**src/design/source_tokenizer_core_assert.svh**
```systemverilog
// Assertion macros shared by the tokenizer RTL files.
`ifndef SOURCE_TOKENIZER_CORE_ASSERT_SVH
`define SOURCE_TOKENIZER_CORE_ASSERT_SVH
`ifndef SYNTHESIS
`define STC_ASSERT(lbl, prop) \
	lbl: assert property (@(posedge clk) disable iff (!arst_n) prop) \
		else $error("tokenizer assertion failed");
`define STC_NEVER(lbl, cond) \
	lbl: assert property (@(posedge clk) disable iff (!arst_n) !(cond)) \
		else $error("tokenizer forbidden condition seen");
`else
`define STC_ASSERT(lbl, prop)
`define STC_NEVER(lbl, cond)
`endif
`endif

```
**src/design/srctok_pkg.sv**
```systemverilog
// Types, token kinds, character codes and keyword table of the source tokenizer.
`default_nettype none
package srctok_pkg;

	localparam int START_W = 20;
	localparam int LEN_W = 8;
	localparam int KW_COUNT = 10;

	typedef logic [5:0] kind_t;
	typedef logic [5:0][7:0] word_t;

	typedef enum logic [2:0] {
		MODE_IDLE,
		MODE_NUM,
		MODE_WORD,
		MODE_MINUS,
		MODE_EQ,
		MODE_BANG,
		MODE_LT,
		MODE_GT
	} mode_t;

	localparam kind_t KIND_EOF    = 6'd0;
	localparam kind_t KIND_NUM    = 6'd1;
	localparam kind_t KIND_IDENT  = 6'd2;
	localparam kind_t KIND_I8     = 6'd3;
	localparam kind_t KIND_PLUS   = 6'd13;
	localparam kind_t KIND_MINUS  = 6'd14;
	localparam kind_t KIND_ARROW  = 6'd15;
	localparam kind_t KIND_STAR   = 6'd16;
	localparam kind_t KIND_SLASH  = 6'd17;
	localparam kind_t KIND_AMP    = 6'd18;
	localparam kind_t KIND_ASSIGN = 6'd19;
	localparam kind_t KIND_EQ     = 6'd20;
	localparam kind_t KIND_NE     = 6'd21;
	localparam kind_t KIND_LT     = 6'd22;
	localparam kind_t KIND_LE     = 6'd23;
	localparam kind_t KIND_GT     = 6'd24;
	localparam kind_t KIND_GE     = 6'd25;
	localparam kind_t KIND_LPAREN = 6'd26;
	localparam kind_t KIND_RPAREN = 6'd27;
	localparam kind_t KIND_LBRACE = 6'd28;
	localparam kind_t KIND_RBRACE = 6'd29;
	localparam kind_t KIND_COMMA  = 6'd30;
	localparam kind_t KIND_SEMI   = 6'd31;
	localparam kind_t KIND_COLON  = 6'd32;
	localparam kind_t KIND_AT     = 6'd33;
	localparam kind_t KIND_PIPE   = 6'd34;
	localparam kind_t KIND_ERR    = 6'd35;

	localparam logic [7:0] CH_NUL = 8'h00;
	localparam logic [7:0] CH_TAB = 8'h09;
	localparam logic [7:0] CH_LF  = 8'h0A;
	localparam logic [7:0] CH_CR  = 8'h0D;
	localparam logic [7:0] CH_SP  = 8'h20;
	localparam logic [7:0] CH_BANG = 8'h21;

	// Keyword spellings, first letter in the lowest byte, unused bytes zero.
	localparam word_t KW_TEXT [KW_COUNT] = '{
		{8'h00, 8'h00, 8'h00, 8'h00, "8", "i"},
		{8'h00, 8'h00, 8'h00, "6", "1", "i"},
		{8'h00, 8'h00, 8'h00, "2", "3", "i"},
		{8'h00, 8'h00, 8'h00, "4", "6", "i"},
		{8'h00, 8'h00, "d", "i", "o", "v"},
		{"n", "r", "u", "t", "e", "r"},
		{8'h00, "t", "n", "i", "r", "p"},
		{8'h00, 8'h00, 8'h00, 8'h00, "f", "i"},
		{8'h00, 8'h00, "e", "s", "l", "e"},
		{8'h00, "e", "l", "i", "h", "w"}
	};
	localparam logic [2:0] KW_LEN [KW_COUNT] = '{
		3'd2, 3'd3, 3'd3, 3'd3, 3'd4, 3'd6, 3'd5, 3'd2, 3'd4, 3'd5
	};

	typedef struct packed {
		kind_t             token_kind;
		logic [START_W-1:0] start_offset;
		logic [LEN_W-1:0]   token_length;
		logic [START_W-1:0] line_number;
		logic [7:0]         error_byte;
		logic               last_of_input;
	} res_t;

	// Up to two results produced by one source byte, first in r0.
	typedef struct packed {
		logic [1:0] cnt;
		res_t       r0;
		res_t       r1;
	} scan_res_t;

endpackage
`default_nettype wire

```
**src/design/source_tokenizer_core.sv**
```systemverilog
// Top level of the streaming source tokenizer.
//
//   Channel | Direction | Signals                  | Contents
//   s_*     | in        | tvalid tready tdata[7:0] | one source byte, zero ends the source
//   m_*     | out       | tvalid tready tdata tlast| one token; tlast marks the last
//           |           |                          | token caused by a source byte
//
// A source byte is registered on transfer and decided once the two-entry result buffer has room
// for all of its tokens (none, one or two), which are then written into the buffer; its first
// token is offered on the output from the buffer's first slot.
// One byte is taken per cycle while the downstream side keeps up. The buffer absorbs the
// extra token of a byte that yields two, so the input stalls only when such a byte arrives
// while a token from an earlier byte is still waiting.
// Reset clears the scan mode, positions and line count; the line count restarts at one.
// The end-of-source byte also returns all scan state to its reset values.
// A stall on the output side backs up through the buffer into s_tready.
`default_nettype none
module source_tokenizer_core #(
	parameter int POSITION_BITS = 20,
	parameter int LENGTH_BITS = 8
) (
	input  logic        clk,
	input  logic        arst_n,
	input  logic        s_tvalid,
	output logic        s_tready,
	input  logic [7:0]  s_tdata,   // [7:0] source_byte
	output logic        m_tvalid,
	input  logic        m_tready,
	// [5:0] token_kind, [25:6] start_offset, [33:26] token_length,
	// [53:34] line_number, [61:54] error_byte, [63:62] zero
	output logic [63:0] m_tdata,
	output logic        m_tlast    // last_of_input
);
	import srctok_pkg::*;

	logic      valid_s1;
	logic [7:0] byte_s1;
	logic      buf_ready;
	logic      advance;
	scan_res_t scan_res;
	res_t      head;

	// The registered byte moves on once the buffer has room for all of its
	// tokens; a new byte is taken in the same cycle.
	assign advance = valid_s1 && buf_ready;
	assign s_tready = !valid_s1 || advance;

	always_ff @(posedge clk or negedge arst_n) begin
		if (!arst_n) begin
			valid_s1 <= 1'b0;
		end else if (s_tready) begin
			valid_s1 <= s_tvalid;
		end
	end

	always_ff @(posedge clk) begin
		if (s_tready && s_tvalid) begin
			byte_s1 <= s_tdata;
		end
	end

	srctok_scan #(
		.POSITION_BITS(POSITION_BITS),
		.LENGTH_BITS  (LENGTH_BITS)
	) u_scan (
		.clk    (clk),
		.arst_n (arst_n),
		.byte_in(byte_s1),
		.advance(advance),
		.res    (scan_res)
	);

	srctok_outbuf u_outbuf (
		.clk       (clk),
		.arst_n    (arst_n),
		.push_valid(valid_s1),
		.push_ready(buf_ready),
		.push      (scan_res),
		.out_valid (m_tvalid),
		.out_ready (m_tready),
		.out_data  (head)
	);

	assign m_tdata = {2'b00, head.error_byte, head.line_number, head.token_length,
		head.start_offset, head.token_kind};
	assign m_tlast = head.last_of_input;

endmodule
`default_nettype wire

```
**src/design/srctok_keyword.sv**
```systemverilog
// Parallel compare of the buffered word letters against the keyword table.
`default_nettype none
module srctok_keyword #(
	parameter int LENGTH_BITS = 8
) (
	input  srctok_pkg::word_t        letters,
	input  logic [LENGTH_BITS-1:0]   run_len,
	output srctok_pkg::kind_t        kind
);
	import srctok_pkg::*;

	always_comb begin
		logic match;
		kind = KIND_IDENT;
		for (int i = KW_COUNT - 1; i >= 0; i--) begin
			match = (run_len == LENGTH_BITS'(KW_LEN[i]));
			for (int j = 0; j < 6; j++) begin
				if (j < int'(KW_LEN[i]) && letters[j] != KW_TEXT[i][j]) begin
					match = 1'b0;
				end
			end
			if (match) begin
				kind = KIND_I8 + 6'(i);
			end
		end
	end

endmodule
`default_nettype wire

```
**src/design/srctok_scan.sv**
```systemverilog
// Scanner state and the per-byte token decision logic.
`default_nettype none
`include "source_tokenizer_core_assert.svh"
module srctok_scan #(
	parameter int POSITION_BITS = 20,
	parameter int LENGTH_BITS = 8
) (
	input  logic                  clk,
	input  logic                  arst_n,
	input  logic [7:0]            byte_in,
	input  logic                  advance,
	output srctok_pkg::scan_res_t res
);
	import srctok_pkg::*;

	mode_t                     mode_q, mode_d;
	logic [POSITION_BITS-1:0]  start_q, start_d;
	logic [POSITION_BITS-1:0]  pos_q, pos_d;
	logic [POSITION_BITS-1:0]  line_q, line_d;
	logic [LENGTH_BITS-1:0]    run_q, run_d;
	word_t                     letters_q;
	logic                      let_we;
	logic [2:0]                let_idx;
	kind_t                     word_kind;

	res_t  res_a, res_b;
	logic  have_a, have_b;
	logic  consumed, is_op, pair_hit, is_bang;
	kind_t single_k, pair_k;

	function automatic res_t mk(kind_t k, logic [POSITION_BITS-1:0] s,
			logic [LEN_W-1:0] l, logic [7:0] e, logic [POSITION_BITS-1:0] ln);
		res_t r;
		r.token_kind    = k;
		r.start_offset  = START_W'(s);
		r.token_length  = l;
		r.line_number   = START_W'(ln);
		r.error_byte    = e;
		r.last_of_input = 1'b0;
		return r;
	endfunction

	srctok_keyword #(
		.LENGTH_BITS(LENGTH_BITS)
	) u_keyword (
		.letters(letters_q),
		.run_len(run_q),
		.kind   (word_kind)
	);

	always_comb begin
		res_a    = '0;
		res_b    = '0;
		have_a   = 1'b0;
		have_b   = 1'b0;
		consumed = 1'b0;
		is_op    = 1'b0;
		pair_hit = 1'b0;
		is_bang  = 1'b0;
		single_k = KIND_ERR;
		pair_k   = KIND_ERR;
		mode_d   = mode_q;
		start_d  = start_q;
		line_d   = line_q;
		run_d    = run_q;
		pos_d    = (pos_q == '1) ? pos_q : pos_q + 1'b1;
		let_we   = 1'b0;
		let_idx  = run_q[2:0];

		// Finish or extend the token that is pending from earlier bytes.
		unique case (mode_q)
			MODE_IDLE: begin
			end
			MODE_NUM: begin
				if (byte_in >= "0" && byte_in <= "9") begin
					consumed = 1'b1;
					run_d = (run_q == '1) ? run_q : run_q + 1'b1;
				end else begin
					have_a = 1'b1;
					res_a = mk(KIND_NUM, start_q, LEN_W'(run_q), 8'h00, line_q);
				end
			end
			MODE_WORD: begin
				if ((byte_in >= "a" && byte_in <= "z") || (byte_in >= "A" && byte_in <= "Z")
						|| (byte_in >= "0" && byte_in <= "9") || byte_in == "_") begin
					consumed = 1'b1;
					let_we = (run_q < LENGTH_BITS'(6));
					run_d = (run_q == '1) ? run_q : run_q + 1'b1;
				end else begin
					have_a = 1'b1;
					res_a = mk(word_kind, start_q, LEN_W'(run_q), 8'h00, line_q);
				end
			end
			MODE_MINUS: begin
				is_op = 1'b1; single_k = KIND_MINUS; pair_k = KIND_ARROW;
				pair_hit = (byte_in == ">");
			end
			MODE_EQ: begin
				is_op = 1'b1; single_k = KIND_ASSIGN; pair_k = KIND_EQ;
				pair_hit = (byte_in == "=");
			end
			MODE_BANG: begin
				is_op = 1'b1; is_bang = 1'b1; single_k = KIND_ERR; pair_k = KIND_NE;
				pair_hit = (byte_in == "=");
			end
			MODE_LT: begin
				is_op = 1'b1; single_k = KIND_LT; pair_k = KIND_LE;
				pair_hit = (byte_in == "=");
			end
			MODE_GT: begin
				is_op = 1'b1; single_k = KIND_GT; pair_k = KIND_GE;
				pair_hit = (byte_in == "=");
			end
		endcase

		if (is_op) begin
			have_a = 1'b1;
			if (pair_hit) begin
				consumed = 1'b1;
				res_a = mk(pair_k, start_q, LEN_W'(2), 8'h00, line_q);
			end else begin
				res_a = mk(single_k, start_q, LEN_W'(1), is_bang ? CH_BANG : 8'h00, line_q);
			end
		end

		if (!consumed || is_op) begin
			mode_d = MODE_IDLE;
		end

		// A byte not taken by the pending token starts something new.
		if (!consumed) begin
			case (byte_in) inside
				CH_NUL: begin
					have_b = 1'b1;
					res_b = mk(KIND_EOF, pos_q, LEN_W'(0), 8'h00, line_q);
				end
				CH_SP, CH_TAB, CH_CR: begin
				end
				CH_LF: line_d = (line_q == '1) ? line_q : line_q + 1'b1;
				"+": begin have_b = 1'b1; res_b.token_kind = KIND_PLUS;   end
				"*": begin have_b = 1'b1; res_b.token_kind = KIND_STAR;   end
				"/": begin have_b = 1'b1; res_b.token_kind = KIND_SLASH;  end
				"&": begin have_b = 1'b1; res_b.token_kind = KIND_AMP;    end
				"(": begin have_b = 1'b1; res_b.token_kind = KIND_LPAREN; end
				")": begin have_b = 1'b1; res_b.token_kind = KIND_RPAREN; end
				"{": begin have_b = 1'b1; res_b.token_kind = KIND_LBRACE; end
				"}": begin have_b = 1'b1; res_b.token_kind = KIND_RBRACE; end
				",": begin have_b = 1'b1; res_b.token_kind = KIND_COMMA;  end
				";": begin have_b = 1'b1; res_b.token_kind = KIND_SEMI;   end
				":": begin have_b = 1'b1; res_b.token_kind = KIND_COLON;  end
				"@": begin have_b = 1'b1; res_b.token_kind = KIND_AT;     end
				"|": begin have_b = 1'b1; res_b.token_kind = KIND_PIPE;   end
				"-": mode_d = MODE_MINUS;
				"=": mode_d = MODE_EQ;
				"!": mode_d = MODE_BANG;
				"<": mode_d = MODE_LT;
				">": mode_d = MODE_GT;
				["0":"9"]: mode_d = MODE_NUM;
				["a":"z"], ["A":"Z"], "_": begin
					mode_d = MODE_WORD;
					let_we = 1'b1;
					let_idx = 3'd0;
				end
				default: begin
					have_b = 1'b1;
					res_b.token_kind = KIND_ERR;
					res_b.error_byte = byte_in;
				end
			endcase

			// Single-byte tokens share offset, length and line.
			if (have_b && byte_in != CH_NUL) begin
				res_b.start_offset = START_W'(pos_q);
				res_b.token_length = LEN_W'(1);
				res_b.line_number = START_W'(line_q);
			end
			if (mode_d != MODE_IDLE) begin
				start_d = pos_q;
				run_d = LENGTH_BITS'(1);
			end
			if (byte_in == CH_NUL) begin
				mode_d = MODE_IDLE;
				start_d = '0;
				pos_d = '0;
				line_d = POSITION_BITS'(1);
				run_d = '0;
			end
		end

		if (have_b) begin
			res_b.last_of_input = 1'b1;
		end else begin
			res_a.last_of_input = 1'b1;
		end
		res.cnt = {1'b0, have_a} + {1'b0, have_b};
		res.r0 = have_a ? res_a : res_b;
		res.r1 = res_b;
	end

	always_ff @(posedge clk or negedge arst_n) begin
		if (!arst_n) begin
			mode_q <= MODE_IDLE;
			start_q <= '0;
			pos_q <= '0;
			line_q <= POSITION_BITS'(1);
			run_q <= '0;
		end else if (advance) begin
			mode_q <= mode_d;
			start_q <= start_d;
			pos_q <= pos_d;
			line_q <= line_d;
			run_q <= run_d;
		end
	end

	always_ff @(posedge clk) begin
		if (advance && let_we) begin
			letters_q[let_idx] <= byte_in;
		end
	end

	`STC_ASSERT(a_eof_clears, (advance && byte_in == CH_NUL) |=> (pos_q == '0 && mode_q == MODE_IDLE))
	`STC_ASSERT(a_two_need_pending, (res.cnt == 2'd2) |-> (mode_q != MODE_IDLE))
	`STC_ASSERT(a_hold_stalled, !advance |=> (pos_q == $past(pos_q) && line_q == $past(line_q)))

endmodule
`default_nettype wire

```
**src/design/srctok_outbuf.sv**
```systemverilog
// Two-entry result buffer that splits a byte's results into single transfers.
`default_nettype none
`include "source_tokenizer_core_assert.svh"
module srctok_outbuf (
	input  logic                  clk,
	input  logic                  arst_n,
	input  logic                  push_valid,
	output logic                  push_ready,
	input  srctok_pkg::scan_res_t push,
	output logic                  out_valid,
	input  logic                  out_ready,
	output srctok_pkg::res_t      out_data
);
	import srctok_pkg::*;

	res_t       slot0_q, slot1_q;
	logic [1:0] cnt_q;
	logic       pop, push_fire;
	logic [1:0] base_cnt;
	res_t       base0;

	assign out_valid = (cnt_q != 2'd0);
	assign out_data = slot0_q;
	assign pop = out_valid && out_ready;

	// What remains after this cycle's transfer, before new results land.
	assign base_cnt = cnt_q - {1'b0, pop};
	assign base0 = pop ? slot1_q : slot0_q;
	assign push_ready = ({1'b0, base_cnt} + {1'b0, push.cnt}) <= 3'd2;
	assign push_fire = push_valid && push_ready;

	always_ff @(posedge clk or negedge arst_n) begin
		if (!arst_n) begin
			cnt_q <= 2'd0;
		end else begin
			cnt_q <= push_fire ? base_cnt + push.cnt : base_cnt;
		end
	end

	always_ff @(posedge clk) begin
		if (push_fire && base_cnt == 2'd0) begin
			slot0_q <= push.r0;
			slot1_q <= push.r1;
		end else begin
			slot0_q <= base0;
			// With both slots still occupied the second one must not be touched.
			if (push_fire && base_cnt == 2'd1) begin
				slot1_q <= push.r0;
			end
		end
	end

	`STC_NEVER(a_cnt_range, cnt_q == 2'd3)
	`STC_ASSERT(a_no_overflow, (cnt_q == 2'd2 && !pop) |-> !(push_fire && push.cnt != 2'd0))
	`STC_ASSERT(a_empty_push, (push_fire && push.cnt == 2'd0 && !pop) |=> (cnt_q == $past(cnt_q)))

endmodule
`default_nettype wire
```
**config.mk**
```make
export PLATFORM = sky130hd
export DESIGN_NAME = source_tokenizer_core
export DESIGN_NICKNAME = d
export VERILOG_FILES = /design/src/design/srctok_pkg.sv /design/src/design/source_tokenizer_core.sv /design/src/design/srctok_keyword.sv /design/src/design/srctok_scan.sv /design/src/design/srctok_outbuf.sv
export VERILOG_INCLUDE_DIRS = /design/src /design/src/design
export SDC_FILE = /design/constraint.sdc
export NUM_CORES = 1
export LEC_CHECK = 0
export BUFFER_PORTS_ARGS = -buffer_cell sky130_fd_sc_hd__clkbuf_2
export CORE_MARGIN = 1.5
export CORE_UTILIZATION = 65
export DETAILED_ROUTE_END_ITERATION = 6
export GPL_ROUTABILITY_DRIVEN = 0
export MAX_ROUTING_LAYER = met4
export PLACE_DENSITY = 0.92
export SLEW_MARGIN = 20
export SYNTH_ARGS = -nofsm -noshare
export SYNTH_HDL_FRONTEND = slang
export SYNTH_SLANG_ARGS = --single-unit
```
**constraint.sdc**
```tcl
create_clock -name clk -period 18.2 [get_ports clk]
set_clock_uncertainty 0.1 [all_clocks]
set_input_delay 2.73 -clock clk [delete_from_list [all_inputs] [get_ports clk]]
set_output_delay 2.73 -clock clk [all_outputs]
set_load 0.05 [all_outputs]
```
# Yosys cells after proc, flatten, opt, wreduce, memory -nomap -nowiden
# Index checks and enable logic that the tools add are counted.
# word_totals
n_memories	0
mem_bits_rw	0
rom_bits	0
wordCells	391
out_inout_bits	67
latchBits	0
register_bits	256
input_bits	12
# op_classes
add_sub_neg	7
order_cmp	10
n_reduce_logical	33
mul	0
bitwise_logic	1
n_div	0
n_shift	0
n_mux	242
n_eq_ne	72
# op_table
op	n
$mux W63	9
$mux W8	30
$ne A8 B7 Y1 const B	24
$mux W20	9
$mux W6	30
$mux W3	51
$pmux W63 S2	1
$eq A8 B6 Y1 const B	15
$mux W1	96
$mux W48	2
$mux W58	1
$ne A8 B6 Y1 const B	7
$bwmux W48	1
$add A20 B1 Y20 const B	2
$eq A20 B20 Y1 const B	2
$eq A8 B7 Y1 const B	5
$pmux W6 S5	1
$demux W8 S3	1
$eq A8 B3 Y1 const B	3
$eq A8 B4 Y1 const B	3
$pmux W6 S4	1
$eq A8 B2 Y1 const B	2
$ge A8 B7 Y1 const B	2
$le A8 B7 Y1 const B	2
other kinds (36)	65

# Logic depth before layout (Yosys ltp)
# logic_depth
word_depth	40
mapped_depth	23
ltp_nobuf	16

# By module
# Synthesis repeated with hierarchy kept, for this count alone.
# hier_totals
hier_cells	1094
area_unflattened_um2	13539.2
# modules_own_cells
mod	instances	cells_per_inst	seq_area_each_um2	area_each_um2
srctok_scan	1	709	3219.3	7013.0
srctok_outbuf	1	286	3833.7	5651.7
srctok_keyword	1	83	0.0	555.5
source_tokenizer_core	1	16	265.3	319.1

# Least setup slack after synthesis
# Ideal clock, no wire load.
# synth_timing
kind	input port to output port
from	input port m_tready
to	output port s_tready
required_ps	15370
n_path_buf	0
slack_ps	10980
cell_stages	8
arrival_ps	4390
path_cell_list	and2_1 -> ha_1 -> inv_1 -> ha_1 -> inv_1 -> fa_1 -> o21ai_0 -> nand2_1
# synth_via
elab_chain_len	6
# synth_lines
item	line_no	text
start: declaration	source_tokenizer_core.sv:28	input logic m_tready,
$logic_and A1 B1 Y1	srctok_outbuf.sv:24	assign pop = out_valid && out_ready;
$sub A2 B1 Y2	srctok_outbuf.sv:27	assign base_cnt = cnt_q - {1'b0, pop};
$add A2 B2 Y3	srctok_outbuf.sv:29	assign push_ready = ({1'b0, base_cnt} + {1'b0, push.cnt}) <= 3'd2;
$le A3 B2 Y1	srctok_outbuf.sv:29	
$logic_and A1 B1 Y1	source_tokenizer_core.sv:45	assign advance = valid_s1 && buf_ready;
$logic_or A1 B1 Y1	source_tokenizer_core.sv:46	assign s_tready = !valid_s1 || advance;
end: declaration	source_tokenizer_core.sv:25	output logic s_tready,
# Every way passes these cells.

# Final worst setup path
# layout_timing
from	register byte_s1[2]
to	output port s_tready
# layout_via
elab_chain_len	33
word_cells_on_any_way	78
classes_between	add/sub: 2; order compare: 7; eq/ne: 23; mux: 35; reduce/logical: 11
# layout_lines
item	line_no	text
start: declaration	source_tokenizer_core.sv:37	logic [7:0] byte_s1;
start signal: assignment	source_tokenizer_core.sv:58	byte_s1 <= s_tdata;
$ge A8 B7 Y1 or $le A8 B7 Y1 (tied branches)	srctok_scan.sv:84	if ((byte_in >= "a" && byte_in <= "z") || (byte_in >= "A" && byte_in <= "Z")
$logic_and A1 B1 Y1	srctok_scan.sv:84	
$reduce_or A3 Y1	srctok_scan.sv:132	case (byte_in) inside
$mux W1 (23 in a row)	srctok_scan.sv:132	
$mux W1 (2 in a row)	srctok_scan.sv:131	if (!consumed) begin
$add A1 B1 Y2 *	srctok_scan.sv:195	res.cnt = {1'b0, have_a} + {1'b0, have_b};
$add A2 B2 Y3 *	srctok_outbuf.sv:29	
$le A3 B2 Y1 *	srctok_outbuf.sv:29	
$logic_and A1 B1 Y1 *	source_tokenizer_core.sv:45	
$logic_or A1 B1 Y1 *	source_tokenizer_core.sv:46	
# Mark *: on every way between the ends. The rest lies on a longest branch, timed or not. The select of a mux whose other input is x is not followed.

==> metrics.md <==
| Metric | Value |
|---|---|
| Status | `completed` |
| Routed Antenna Nets | `0` |
| Inserted Clock Buffers | `26` |
| Met2 routed WL | `13.76 mm` |
| Crit path capture type | `output port` |
| Min-Delay Path Class | `flip-flop to flip-flop` |
| Critical path fanouts, max | `31` |
| R2R Path Start | `byte_s1[2]$_DFFE_PP_` |
| Routed wire length | `29.15 mm` |
| Via count | `9733` |
| P&R area growth vs syn | `10.01%` |
| Hold Path Cell Cnt | `2` |
| Area fraction of the dominant cell type after synthesis | `43.61%` |
| Die Y | `141.9 um` |
| Setup Buffers After CTS | `0` |
| Final #Nets | `1210` |
| Hpwl dp | `18.08 mm` |
| Endpoints failing hold | `0` |
| Synth area leader | `edfxtp_1` |
| # clock sinks | `256` |
| Fillers | `1161` |
| Area contributors post-synth | `edfxtp_1 (44%), dfrtp_1 (15%), nand2_1 (3.8%)` |
| #FFs+latches synth | `256` |
| Post-synth cell types | `83` |
| DRT met1 WL | `11.42 mm` |
| Post_cts resized | `0` |
| Worst-path clk slew | `0.06 ns` |
| R2r setup slk | `10.27 ns` |
| Die area | `20120 um^2` |
| Max Buffers Root-to-Sink | `3` |
| Average wire per standard cell | `19.86 um` |
| Port Buf Inserts | `76` |
| # H-tree levels | `1` |
| Cells after DPL | `1420` |
| Worst Path Arrival | `5.89 ns` |
| Die W | `141.9 um` |
| Worst slew pin tran | `1.054 ns` |
| Main synth FF type | `edfxtp_1` |
| Startpoint types | `flip-flop` |
| Via-to-Cell Ratio | `6.630` |
| Upper clock frequency limit | `114.6 MHz` |
| First-pass GRT wire length | `47.20 mm` |
| Most common cell in the synthesized netlist | `edfxtp_1` |
| Vias in the first global route | `9180` |
| Unrepaired setup endpoints after global routing | `no` |
| Ys Warns | `0` |
| Worst r2r path cells | `17` |
| Hold Path End | `u_outbuf.out_data[33]$_DFFE_PP_` |
| Latest clock arrival within the worst-skew pair | `0.55 ns` |
| Synth Cell Area | `12530 um^2` |
| Reg2reg end | `u_outbuf.out_data[3]$_DFFE_PP_` |
| CTS tree | `built` |
| Placed instance area | `13000 um^2` |
| Worst slew margin | `29.76%` |
| Post-route clock period utilization | `47.93%` |
| Max-Cap Viols | `0` |
| Sequential cell area | `7318 um^2` |
| Largest net degree at the start of global routing | `75` |
| Ant. Diodes | `0` |
| Finish-stage setup viols | `0` |
| Commonest cells in the netlist | `edfxtp_1 (182), nand2_1 (128), nor2_1 (91), dfrtp_1 (73), a21oi_1 (71)` |
| Sum Neg Setup Slack | `0 ns` |
| Initial antenna violation count | `0` |
| Layout cells sized above 1 | `12.83%` |
| Post-layout instance area | `13790 um^2` |
| Overflow after GRT | `0` |
| Finished Layout Cells | `1468` |
| Multi-input logic area | `4786 um^2` |
| First drt pass iteration count | `6` |
| Core area | `18830 um^2` |
| # hold bufs at CTS | `0` |
| Met3 wire len | `2.965 mm` |
| Final Core Density | `73.22%` |
| Sequential area share after synthesis | `58.40%` |
| Syn Inst Count | `1153` |
| Post-synth ARST share | `28.91%` |
| Highest routed layer | `met4` |
| Hold Startpoint | `u_outbuf.slot1_q[33]$_SDFFCE_PP0P_` |
| Initial Util | `66.55%` |
| Cell Rows | `50` |
| Drt first-iter violations | `1414` |
| Data required, critical path | `15.37 ns` |
| EDFF count, synth | `182` |
| Final slew viol count | `0` |
| Total GRT Usage | `30.49%` |
| Minimum clock period | `8.723 ns` |
| Crit Path Category | `flip-flop to output port` |
| # IOs | `79` |
| DRC violations left | `0` |
| Mean Syn Cell Area | `10.87 um^2` |
| Clk Tree Root Cell | `clkbuf_16` |
## sequential cells by signal, summed over array words and instances (netlist names), 3 cells and up
register           count
u_scan.pos_q          20
byte_s1                8
u_scan.line_q         20
u_scan.start_q        20
u_outbuf.out_data     63
u_outbuf.slot1_q      63
u_scan.run_q           8
u_scan.mode_q          3
u_scan.letters_q      48
## stage by stage
step / hold WS (ns) / setup slack, ns
6_report: 0.4148 / 9.477
4_1_cts: 0.4138 / 9.556
5_1_grt: 0.4289 / 9.221
3_5_place_dp: 0.4002 / 10.20
2_1_floorplan: 0.3836 / 10.98
3_3_place_gp: 0.3936 / 10.40
## worst max-delay path, cell delays in order (launching register included)
cell and delay (ns):
edfxtp_1 0.75, o21ai_0 0.58, a22oi_1 0.20, o21a_1 0.21
o311ai_2 0.38, and2_1 0.90, inv_2 0.54, ha_1 0.49
ha_1 0.16, inv_1 0.05, fa_1 0.55, o21ai_0 0.11
nand2_1 0.13, clkbuf_2 0.29
## cell type report
cell class                      instances  share of cell area (%)
Clock inverter                         19                  0.9348
Timing Repair Buffer                   90                   3.539
Inverter                               21                  0.5717
Clock buffer                           29                   4.801
Tap cell                              260                   2.360
Multi-Input combinational cell        793                   34.71
Sequential cell                       256                   53.08
## routing by layer
metal  global-route usage, %  vias to the layer above
li1                        -                     4395
met1                   41.19                     4575
met2                   46.34                      645
met3                   5.839                      118
met4                   11.72                        0
met5                       -                        -
## layout by cell type, fill, tap and decap left out, types with 7 or more instances in the layout
cell type,netlist,routed
a21oi_1,71,71
a22o_1,42,42
a31oi_1,11,11
a32o_1,10,10
and2_1,12,11
and3_1,23,23
buf_4,10,15
clkbuf_16,0,26
clkbuf_2,0,75
clkinv_1,0,9
dfrtp_1,73,73
edfxtp_1,182,182
ha_1,9,9
inv_1,20,20
nand2_1,128,127
nand2b_1,13,13
nand3_1,54,54
nand3b_1,8,8
nand4_1,20,20
nor2_1,91,89
nor2b_1,26,26
nor3_1,19,19
nor4_1,16,16
nor4bb_1,7,7
o211ai_1,7,7
o21ai_0,67,67
or3_1,14,14
or4_1,7,7
xnor2_1,9,9
xor2_1,12,12
## worst max-delay path by stage
| stage | startpoint | end | slack, ns | depth (start not counted) |
|---|---|---|---|---|
| floorplan | m_tready | s_tready | 10.98 | 8 |
| global placement | byte_s1[2]$_DFFE_PP_ | s_tready | 10.40 | 13 |
| detailed placement | byte_s1[2]$_DFFE_PP_ | s_tready | 10.20 | 13 |
| CTS | byte_s1[2]$_DFFE_PP_ | s_tready | 9.56 | 13 |
| global route | byte_s1[2]$_DFFE_PP_ | s_tready | 9.22 | 13 |
| finish | byte_s1[2]$_DFFE_PP_ | s_tready | 9.48 | 13 |
## logic make-up (layout without fill, tap and decap cells)
group	after synthesis	in the layout	share of synthesized area [%]
AO/OA/AOI/OAI	273	273	14.66
XOR/XNOR	21	21	1.468
adder cells (fa/ha/maj)	10	10	1.058
buffers and inverters	105	159	3.614
flip-flops	256	256	58.40
multiplexers	6	6	0.4793
other	1	2	0.02992
AND/OR/NAND/NOR	481	481	20.30
Power is left out: the tool's default activity adds up to more than one toggle a clock period on the data nets, which glitch-free logic cannot reach.
